### config.mk
export PLATFORM = sky130hd
export DESIGN_NAME = mags_grid_ram
export DESIGN_NICKNAME = d
export VERILOG_FILES = /design/src/hdl/mags_pkg.sv /design/src/hdl/mags_grid_ram.sv
export SDC_FILE = /design/constraint.sdc
export NUM_CORES = 2
export LEC_CHECK = 0
export BUFFER_PORTS_ARGS = -buffer_cell sky130_fd_sc_hd__buf_2
export CAP_MARGIN = 20
export CORE_MARGIN = 4
export CORE_UTILIZATION = 50
export DETAILED_ROUTE_END_ITERATION = 10
export PLACE_DENSITY = 0.73
export SYNTH_ARGS = -nofsm -noshare
export SYNTH_HDL_FRONTEND = slang
export SYNTH_SLANG_ARGS = --single-unit
export TNS_END_PERCENT = 1
### constraint.sdc
create_clock -name i_clk -period 6.3 [get_ports i_clk]
set_input_delay 0.945 -clock i_clk [delete_from_list [all_inputs] [get_ports i_clk]]
set_output_delay 0.945 -clock i_clk [all_outputs]
set_load 0.05 [all_outputs]
### src/hdl/mags_pkg.sv
package mags_pkg;

    localparam int GRID_MAX = 64;
    localparam int MAX_ANTS = 8;
    localparam int COORD_W  = 6;
    localparam int ANT_W    = 3;
    localparam int SIZE_W   = 7;
    localparam int MOD_W    = 8;

    localparam logic [1:0] OP_TICK  = 2'd0;
    localparam logic [1:0] OP_WRITE = 2'd1;
    localparam logic [1:0] OP_PLACE = 2'd2;

    localparam logic [1:0] HEAD_LEFT  = 2'd0;
    localparam logic [1:0] HEAD_RIGHT = 2'd1;
    localparam logic [1:0] HEAD_UP    = 2'd2;
    localparam logic [1:0] HEAD_DOWN  = 2'd3;

    localparam logic CFG_GRID_SIZE = 1'b0;
    localparam logic CFG_ANT_COUNT = 1'b1;

    typedef struct packed {
        logic                 start;
        logic [MOD_W-1:0]     value;
        logic [SIZE_W-1:0]    size;
    } t_mod_req;

    typedef struct packed {
        logic                 busy;
        logic                 done;
        logic [COORD_W-1:0]   result;
    } t_mod_rsp;

    function automatic logic [1:0] turn_right(input logic [1:0] h);
        logic [1:0] r;
        case (h)
            HEAD_LEFT:  r = HEAD_UP;
            HEAD_RIGHT: r = HEAD_DOWN;
            HEAD_UP:    r = HEAD_RIGHT;
            default:    r = HEAD_LEFT;
        endcase
        return r;
    endfunction

    function automatic logic [1:0] turn_left(input logic [1:0] h);
        logic [1:0] r;
        case (h)
            HEAD_LEFT:  r = HEAD_DOWN;
            HEAD_RIGHT: r = HEAD_UP;
            HEAD_UP:    r = HEAD_LEFT;
            default:    r = HEAD_RIGHT;
        endcase
        return r;
    endfunction

endpackage

### src/hdl/mags_grid_ram.sv
module mags_grid_ram import mags_pkg::*; (
    input  logic                i_clk,
    input  logic                i_we,
    input  logic [COORD_W-1:0]  i_wr_addr,
    input  logic [GRID_MAX-1:0] i_wr_data,
    input  logic [COORD_W-1:0]  i_rd_addr,
    output logic [GRID_MAX-1:0] o_rd_data
);

    logic [GRID_MAX-1:0] r_mem [0:GRID_MAX-1];
    logic [GRID_MAX-1:0] r_rd_data;

    always_ff @(posedge i_clk) begin
        if (i_we) begin
            r_mem[i_wr_addr] <= i_wr_data;
        end
        r_rd_data <= r_mem[i_rd_addr];
    end

    assign o_rd_data = r_rd_data;

endmodule

==> results.yml <==
sta:
  holdWs_ns: 0.280
  fmax_mhz: 301
  slew_headroom: 0.199
  rsz0062_at_grt: "false"
  finClkSkew_ns: 0.0653
  finalCritPeriodShare: 0.527
  fin_crit_ns: 3.32
  finalHoldViolCount: 0
  drv_slew: 0
  max_slew.worst_pin.slew_ns: 1.20
  finalSetupViolCount: 0
placed_design:
  port_buffers: 141
  place_area_um2: 164000
  place_congestion: 0.816
  post-dp-hpwl_um: 223000
clocking:
  numCtsBuffers: 403
  clk-insertion-delay-late_ns: 0.98
  ctsRootBufferMaster: "clkbuf_16"
  clk_path_buf_depth: 4
  cts_tree: "built"
  cts_resized: 0
  cts_sinks: 4160
  htree_levels: 5
  path_clk_slew_ns: 0.06
  post-cts-setup-buffer-count: 0
  holdBufCountCts: 0
drt:
  drt-pass1-iter-count: 6
  routed_wl_um: 425000
  top_layer: "met5"
  first_iter_violations: 12700
  met1_length_um: 151000
  vias: 77800
  post_drt_via_cell_ratio: 6.73
  wl_met2_um: 202000
  wl_per_cell_um: 36.8
  drcViolationCount: 0
  ant_nets: 0
  wl_met3_um: 51500
floorplanning:
  dieArea_um2: 322000
  rows: 205
  die_x_um: 567
  initial_core_util: 0.502
  die_height_um: 567
  ios: 142
  core_um2: 312000
hold_path:
  whs_endpoint: "r_mem[1][31]$_DFFE_PP_"
  min_from: "i_wr_data[31]"
  hp-class: "in -> reg"
  hold_depth: 1
critical_path:
  critPathArrivalTime_ns: 4.11
  cp.required_ns: 7.09
  cp_num_buf_inv: 3
  cp-start-kind: "input port"
  cp_common_cell: "buf_4"
  path_cells: "buf_2 -> nand2b_2 -> buf_4 -> nor2_2 -> buf_4 -> a2bb2oi_1 -> a31oi_1 -> a211oi_1"
  crit_fanout: 27
  crit_path_max_incr_delay_ns: 0.58
  r2r_slack_ns: 4.18
  worstReg2RegStart: "r_mem[54][5]$_DFFE_PP_"
  path_delay_family: "buffers and inverters"
  cpMaxStageDelayCell: "buf_2"
  worst-setup-path-type: "in -> reg"
  crit_path_end_kind: "flip-flop"
  rr_worst_depth: 5
  reg2reg_to: "o_rd_data[5]$_DFF_P_"
logic_synthesis:
  synth_top_cell_area_share: 0.787
  synth_area_um2: 156000
  yosysTopAreaCell: "edfxtp_1"
  synth_cells: 6598
  ys_seq_elements: 4160
  yosys_warnings: 0
  synthTopCellsByArea: "edfxtp_1 79%, mux4_2 15%, mux2i_1 0.86%"
  syn_nets: 6676
  ys_seq_area_frac: 0.795
  yosysUniqueCellTypes: 33
  synth.avg_cell_area_um2: 23.7
pwr:
  p_per_area_nw_per_um2: 325
  leakage_uw: 0.0555
  pwr-share-clk: 0.416
  p_sw_uw: 12400
  p_int_uw: 45300
  ir_drop_mv: 0.302
  combPwrFrac: 0.050
  swShare: 0.216
  seqPwrFrac: 0.534
  total_power_uw: 57700
cells_and_area:
  n_fill_cell: 21400
  register_area_um2: 124000
  multi_input_area_um2: 30800
  final_util: 0.570
  drive_above_1_share: 0.289
  nets: 7138
  syn2layout_area_growth_pct: 13.7
  stdcell_area_um2: 178000
global_route:
  first_global_vias: 77400
  grt_pass1_wl_um: 598000
  antenna_found_initial: 31
  grt_overflow: 0
  grt_util_all_layers: 0.261
  grt_max_degree: 107
run_status:
  status: "finished, final reports clean"
run:
  drv_cap: 0
==> state kept, by name (all words and copies together), names as in the netlist <==
register and flops:
o_rd_data 64, r_mem 4096
==> cell families after synthesis <==
group,synth area share
compound gates,0.0248
buf+inv,0.0118
flops,0.795
mux,0.156
simple gates,0.0124
==> worst max path at each step <==
stage | startpoint | endpoint | slack [ns] | cells after the start
2_1_floorplan | i_wr_addr[3] | r_mem[49][0]$_DFFE_PP_ | -0.07 | 4
3_3_place_gp | i_wr_addr[2] | r_mem[21][47]$_DFFE_PP_ | 2.11 | 5
3_5_place_dp | i_rd_addr[3] | o_rd_data[54]$_DFF_P_ | 2.15 | 8
4_1_cts | i_rd_addr[3] | o_rd_data[54]$_DFF_P_ | 3.14 | 8
5_1_grt | i_rd_addr[3] | o_rd_data[54]$_DFF_P_ | 3.06 | 8
6_report | i_rd_addr[3] | o_rd_data[54]$_DFF_P_ | 2.98 | 8
==> power by group through the flow <==
stage / combinational [uW] / clock [uW] / sequential, uW
2_1_floorplan: 1430 / 0 / 31500
3_3_place_gp: 2720 / 0 / 31400
3_5_place_dp: 2790 / 0 / 31400
4_1_cts: 2810 / 24200 / 30800
5_1_grt: 3000 / 25500 / 30800
6_report: 2860 / 24000 / 30800
==> stage by stage <==
step | setup TNS (ns) | cells | setup slack, ns
final | 0 | 11600 | 2.98
after global routing | 0 | 11600 | 3.06
after CTS | 0 | 11500 | 3.14
after detailed placement | 0 | 10800 | 2.15
after global placement | 0 | 10800 | 2.11
after floorplan | -4.79 | 6598 | -0.0748
==> area by class of cell <==
| type | count | area share |
|---|---|---|
| flip-flops and latches | 4160 | 0.699 |
| multi-input cells | 2049 | 0.173 |
| clock buffers | 545 | 0.0613 |
| well taps | 4140 | 0.0292 |
| repair buffers | 427 | 0.0232 |
| clock inverters | 208 | 0.0131 |
| inverters | 19 | 0.000401 |
| diodes | 10 | 0.000141 |
==> placed cells by master, fill, tap and decap left out, types with 4 or more instances in the layout <==
master      count
o221ai_1       38
edfxtp_1     4096
o22ai_1        83
nand3_1        45
mux2i_1       135
clkinv_8        5
bufinv_16      33
inv_6           5
or2_2          28
clkbuf_8       28
clkbuf_16     403
buf_2         138
or3_1          29
diode_2        10
clkinv_2       76
a211oi_1       63
a41oi_1        26
dfxtp_1        64
a22oi_1       168
nor2_4         64
and3_1         64
nand2b_1        9
inv_16          7
buf_4         188
clkinvlp_4      8
clkinv_1       57
nor2b_1        24
clkbuf_1      114
a22o_1         88
a2bb2oi_1      19
buf_12         94
mux4_2       1024
buf_8           4
nor2_1         47
clkinv_4        4
a31oi_1        18
inv_1          19
nand2_1        56
clkinv_16      13
==> Yosys cell counts (all sizes together) <==
library cell  count
edfxtp         4096
mux4           1024
buf             230
a22oi           168
clkbuf          140
mux2i           135
nor2            112
a22o             88
o22ai            83
and3             64
dfxtp            64
a211oi           63
nand2            58
nand3            45
o221ai           38
or3              29
nor2b            28
or2              28
a41oi            26
a2bb2oi          19
inv              19
a31oi            18
nand2b           11
and2              3
nand3b            2
nand4             2
nor3              2
a31o              1
nand4b            1
or3b              1
==> per-layer routing <==
layer  GRT usage  up-vias
met5           0        -
met4       0.108       18
met3      0.0574     1009
met2       0.408     6179
met1       0.362    41200
li1            -    29400
(Power assumes the default switching activity.)
