===== config.mk =====
export PLATFORM = sky130hd
export DESIGN_NAME = mags_mod_unit
export DESIGN_NICKNAME = d
export VERILOG_FILES = /design/src/hdl/mags_pkg.sv /design/src/hdl/mags_mod_unit.sv
export SDC_FILE = /design/constraint.sdc
export NUM_CORES = 1
export LEC_CHECK = 0
export BUFFER_PORTS_ARGS = -buffer_cell sky130_fd_sc_hd__buf_2
export CORE_ASPECT_RATIO = 1.1
export CORE_MARGIN = 2
export CORE_UTILIZATION = 50
export DETAILED_ROUTE_END_ITERATION = 8
export GPL_TIMING_DRIVEN = 0
export PLACE_DENSITY = 0.76
export SLEW_MARGIN = 20
export SYNTH_ARGS = -nofsm -noshare
export SYNTH_HDL_FRONTEND = slang
export SYNTH_SLANG_ARGS = --single-unit

===== constraint.sdc =====
create_clock -name i_clk -period 3.14 [get_ports i_clk]
set_clock_uncertainty 0.05 [all_clocks]
set_input_delay 0.628 -clock i_clk [delete_from_list [all_inputs] [get_ports i_clk]]
set_output_delay 0.628 -clock i_clk [all_outputs]
set_load 0.05 [all_outputs]

===== src/hdl/mags_pkg.sv =====
package mags_pkg;

    localparam int GRID_MAX = 64;
    localparam int MAX_ANTS = 8;
    localparam int COORD_W  = 6;
    localparam int ANT_W    = 3;
    localparam int SIZE_W   = 7;
    localparam int MOD_W    = 8;

    localparam logic [1:0] OP_TICK  = 2'd0;
    localparam logic [1:0] OP_WRITE = 2'd1;
    localparam logic [1:0] OP_PLACE = 2'd2;

    localparam logic [1:0] HEAD_LEFT  = 2'd0;
    localparam logic [1:0] HEAD_RIGHT = 2'd1;
    localparam logic [1:0] HEAD_UP    = 2'd2;
    localparam logic [1:0] HEAD_DOWN  = 2'd3;

    localparam logic CFG_GRID_SIZE = 1'b0;
    localparam logic CFG_ANT_COUNT = 1'b1;

    typedef struct packed {
        logic                 start;
        logic [MOD_W-1:0]     value;
        logic [SIZE_W-1:0]    size;
    } t_mod_req;

    typedef struct packed {
        logic                 busy;
        logic                 done;
        logic [COORD_W-1:0]   result;
    } t_mod_rsp;

    function automatic logic [1:0] turn_right(input logic [1:0] h);
        logic [1:0] r;
        case (h)
            HEAD_LEFT:  r = HEAD_UP;
            HEAD_RIGHT: r = HEAD_DOWN;
            HEAD_UP:    r = HEAD_RIGHT;
            default:    r = HEAD_LEFT;
        endcase
        return r;
    endfunction

    function automatic logic [1:0] turn_left(input logic [1:0] h);
        logic [1:0] r;
        case (h)
            HEAD_LEFT:  r = HEAD_DOWN;
            HEAD_RIGHT: r = HEAD_UP;
            HEAD_UP:    r = HEAD_LEFT;
            default:    r = HEAD_RIGHT;
        endcase
        return r;
    endfunction

endpackage


===== src/hdl/mags_mod_unit.sv =====
module mags_mod_unit import mags_pkg::*; (
    input  logic     i_clk,
    input  logic     i_rst_n,
    input  t_mod_req i_req,
    output t_mod_rsp o_rsp
);

    logic [MOD_W-1:0]  r_rem;
    logic [SIZE_W-1:0] r_size;
    logic [2:0]        r_k;
    logic              r_busy;
    logic              r_done;
    logic [12:0]       sub;
    logic              take;

    // one restoring step per cycle, divisor shifted down from 64x to 1x
    assign sub  = 13'(r_size) << r_k;
    assign take = (13'(r_rem) >= sub);

    always_ff @(posedge i_clk) begin
        if (!i_rst_n) begin
            r_busy <= 1'b0;
            r_done <= 1'b0;
            r_k    <= '0;
        end else begin
            r_done <= 1'b0;
            if (i_req.start && !r_busy) begin
                r_rem  <= i_req.value;
                r_size <= i_req.size;
                r_k    <= 3'(COORD_W);
                r_busy <= 1'b1;
            end else if (r_busy) begin
                if (take) begin
                    r_rem <= r_rem - sub[MOD_W-1:0];
                end
                if (r_k == 3'd0) begin
                    r_busy <= 1'b0;
                    r_done <= 1'b1;
                end else begin
                    r_k <= r_k - 3'd1;
                end
            end
        end
    end

    assign o_rsp.busy   = r_busy;
    assign o_rsp.done   = r_done;
    assign o_rsp.result = r_rem[COORD_W-1:0];

endmodule


==> results.md <==
* Peak supply drop at 0.291 mV
* Overflow after GRT at 0
* Initial antenna violation count at 0
* DP HPWL at 2.11 mm
* Worst hold path class: input port to flip-flop
* Cells after synthesis at 149
* Slew @ Worst Pin at around 0.46 ns
* Final hold vios at 0
* Met2 Use GR at between 20% and 30%
* Unrepaired setup endpoints after global routing: false
* Detail Route Antenna Nets at 0
* Detailed router's first-iteration violation count at 29
* Total power at 0.947 mW
* Vias per inst at 5.55
* GR Util met3 at under 10%
* First-pass GRT wire length at roughly 4.6 mm
* Initial core utilization at 52.4%
* CORE AREA at 2750 sq um
* Fmax at 0.346 GHz
* Area fraction of the dominant cell type after synthesis at 31.3%
* Drt pass-1 iters at 4
* Cts bufs inserted at 3
* Area of the die at 3330 sq um
* Layout cell share with drive strength beyond 1 at 27.4%
* Clk root buf: clkbuf_4
* Synthesized cell area at 1440 sq um
* Final Cycle Share at 92.1%
* Post-synth top area cell: edfxtp_1
* Count of pins over their slew limit at 0
* Crit path kind: flip-flop to flip-flop
* Syn_area_per_cell at 9.67 sq um
* Max-slew headroom at 69.5%
* Synth warnings at 0
* Outcome: finished clean
* Pwr Density at 563 nW/um^2
* CTS tree: done
* GRT Max-Usage Layer: met2
* H-tree depth at 1
* Distinct cell type count after synthesis at 44
* Setup WS post-layout at 0.248 ns
* Final nets at between 200 and 250
* DP Worst Slack at -0.245 ns
* Ports at 26
* Wire per inst at 13.5 um
* Clk slew on worst S/H paths at 0.12 ns
* Largest net degree at the start of global routing at 13
* Worst-Skew Late Latency at 0.31 ns
* Maximum clock insertion buffer count at 2
* TNS Setup at 0 ns
* Max Cap Viol at 0
* Seq/Total Area, Yosys at 38.2%
* Fill cells at 232
* Setup Viol. Count Final at 0
* Via count at 1177
* Port bufs at 25
* Die Span X at 55.2 um
* Drt drc at 0
* WP data arrival at 2.88 ns
* Tmin final at 2.89 ns
* Met1 Use GR at between 20% and 30%
* Vias in the first global route at 1057
* Startpoint types: flip-flop
* Area contributors post-synth: edfxtp_1 (31%), ha_1 (8.7%), dfxtp_1 (6.9%)
* Post-Route WL at 2.87 mm
* Critical path peak fanout at 10
* TritonCTS sink count at 20
* Syn Nets at ~180
* Die Ht at 60.3 um
* Area Growth Syn to Fin at 16.8%
* CP Data Required Time at 3.13 ns
* LEAKAGE at approximately 0.74 nW
* Inserted Diodes at 0
* Gpl congestion at 0.868
* Tot GR Track Use at between 10% and 20%
* Rows at 20
* Worst setup EP type: flip-flop
* Synth Register Bits at 20
## state kept, by name, indices dropped and copies added (netlist names)
register and cells:
r_done 1, r_k 3, r_rem 8, r_size 7
r_busy 1
## routing by layer
| metal | up-vias | share of wire [%] |
|---|---|---|
| met1 | 532 | 44 |
| met3 | 8 | 6.4 |
| li1 | 595 | - |
| met4 | 0 | 2.7 |
| met2 | 42 | 46 |
| met5 | - | 0 |
## through the flow
stage | hold slack (ns) | utilization, % | cells | instance area, sq um
after floorplan | 0.474 | - | 149 | 1440
after global placement | 0.507 | 58.4 | 207 | 1610
after detailed placement | 0.512 | 58.4 | 207 | 1610
after CTS | 0.429 | 61.1 | 213 | 1680
after global routing | 0.421 | 61.1 | 212 | 1680
final | 0.434 | 61.1 | 212 | 1680
## synth_stat cells (all sizes together)
library cell,number
clkbuf,5
o21bai,1
or3,1
ha,10
nand4b,2
a31oi,2
mux2i,4
mux2,3
a21boi,1
nor4,1
a21o,5
or2,1
nand2b,4
mux4,1
dfxtp,5
nor3,5
a211oi,3
nor3b,1
nor2,6
o21ai,8
nand3,3
nand4,1
xnor2,4
or4,1
buf,9
a21oi,11
nor2b,4
fa,1
nand2,17
inv,4
o221a,1
a221oi,1
or4b,1
o211a,2
edfxtp,15
and2,2
and3,3
## final cells by class
class / instances / area [sq um] / area share [%]
buffer: 13 / 87.6 / 5.20
clock buffer: 3 / 22.5 / 1.34
clock inverter: 1 / 30.0 / 1.78
inverter: 4 / 15.0 / 0.892
multi-input combinational: 111 / 796 / 47.3
sequential: 20 / 551 / 32.7
tap: 33 / 41.3 / 2.45
timing repair buffer: 27 / 140 / 8.33
## layout by cell type, fill, tap and decap left out, types with 2 or more instances in the layout
cell type  count
nand4b_1       2
xnor2_1        4
nand2b_1       4
nand3_1        3
mux2i_1        4
nand2_1       16
dfxtp_1        5
and2_1         2
nor3_1         5
and3_1         3
inv_1          2
nor2b_1        4
buf_4         10
clkbuf_1       3
nor2_1         5
o21ai_0        2
a21o_1         5
o21ai_1        6
edfxtp_1      15
inv_2          2
a31oi_1        2
o211a_1        2
a21oi_1       11
a211oi_1       2
buf_2         25
clkbuf_4       3
ha_1          10
## repair_timing
item / 4_1_cts / 5_1_grt
setup endpoints to repair: 8 / 9
pin swaps: 1 / 0
hold buffers: 0 / 0
buffers inserted: 2 / 0
resized for setup: 1 / 3
## cell families after synthesis
group / count (synthesis) / synth area share (%)
and+or+nand+nor: 53 / 19.3
AOI/OAI and AO/OA: 35 / 15.8
DFF: 20 / 38.2
buffers and inverters: 18 / 7.29
adders and majority gates: 11 / 10.1
muxes: 8 / 6.94
xor gates and xnor gates: 4 / 2.43
## where the power goes
part           leakage, nW  switching [mW]  internal [mW]  total (mW)
logic                0.529           0.223          0.167       0.391
clock network       0.0279          0.0884          0.129       0.217
registers            0.180          0.0169          0.322       0.338
total                0.737           0.329          0.618       0.947
## worst max-delay path: stages (launching register included)
cell and delay [ns]:
dfxtp_1 0.47, clkbuf_2 0.27, mux2i_1 0.10, o21ai_1 0.21
nand2_1 0.09, ha_1 0.35, nand3_1 0.12, o21bai_1 0.19
a21oi_1 0.26, nor3_1 0.14, a211oi_4 0.19, buf_4 0.18
## worst paths after layout
path | startpoint | end | slack [ns] | cells past startpoint
max | r_k[1]$_SDFFE_PN0P_ | r_rem[7]$_DFFE_PP_ | 0.25 | 11
min reg2reg | r_busy$_SDFF_PN0_ | r_done$_SDFF_PP0_ | 0.52 | 1
min | i_req[3] | r_size[3]$_DFFE_PP_ | 0.43 | 1
max reg2reg | r_k[1]$_SDFFE_PN0P_ | r_rem[7]$_DFFE_PP_ | 0.25 | 11
No activity file was read; power rests on OpenSTA's default activity.
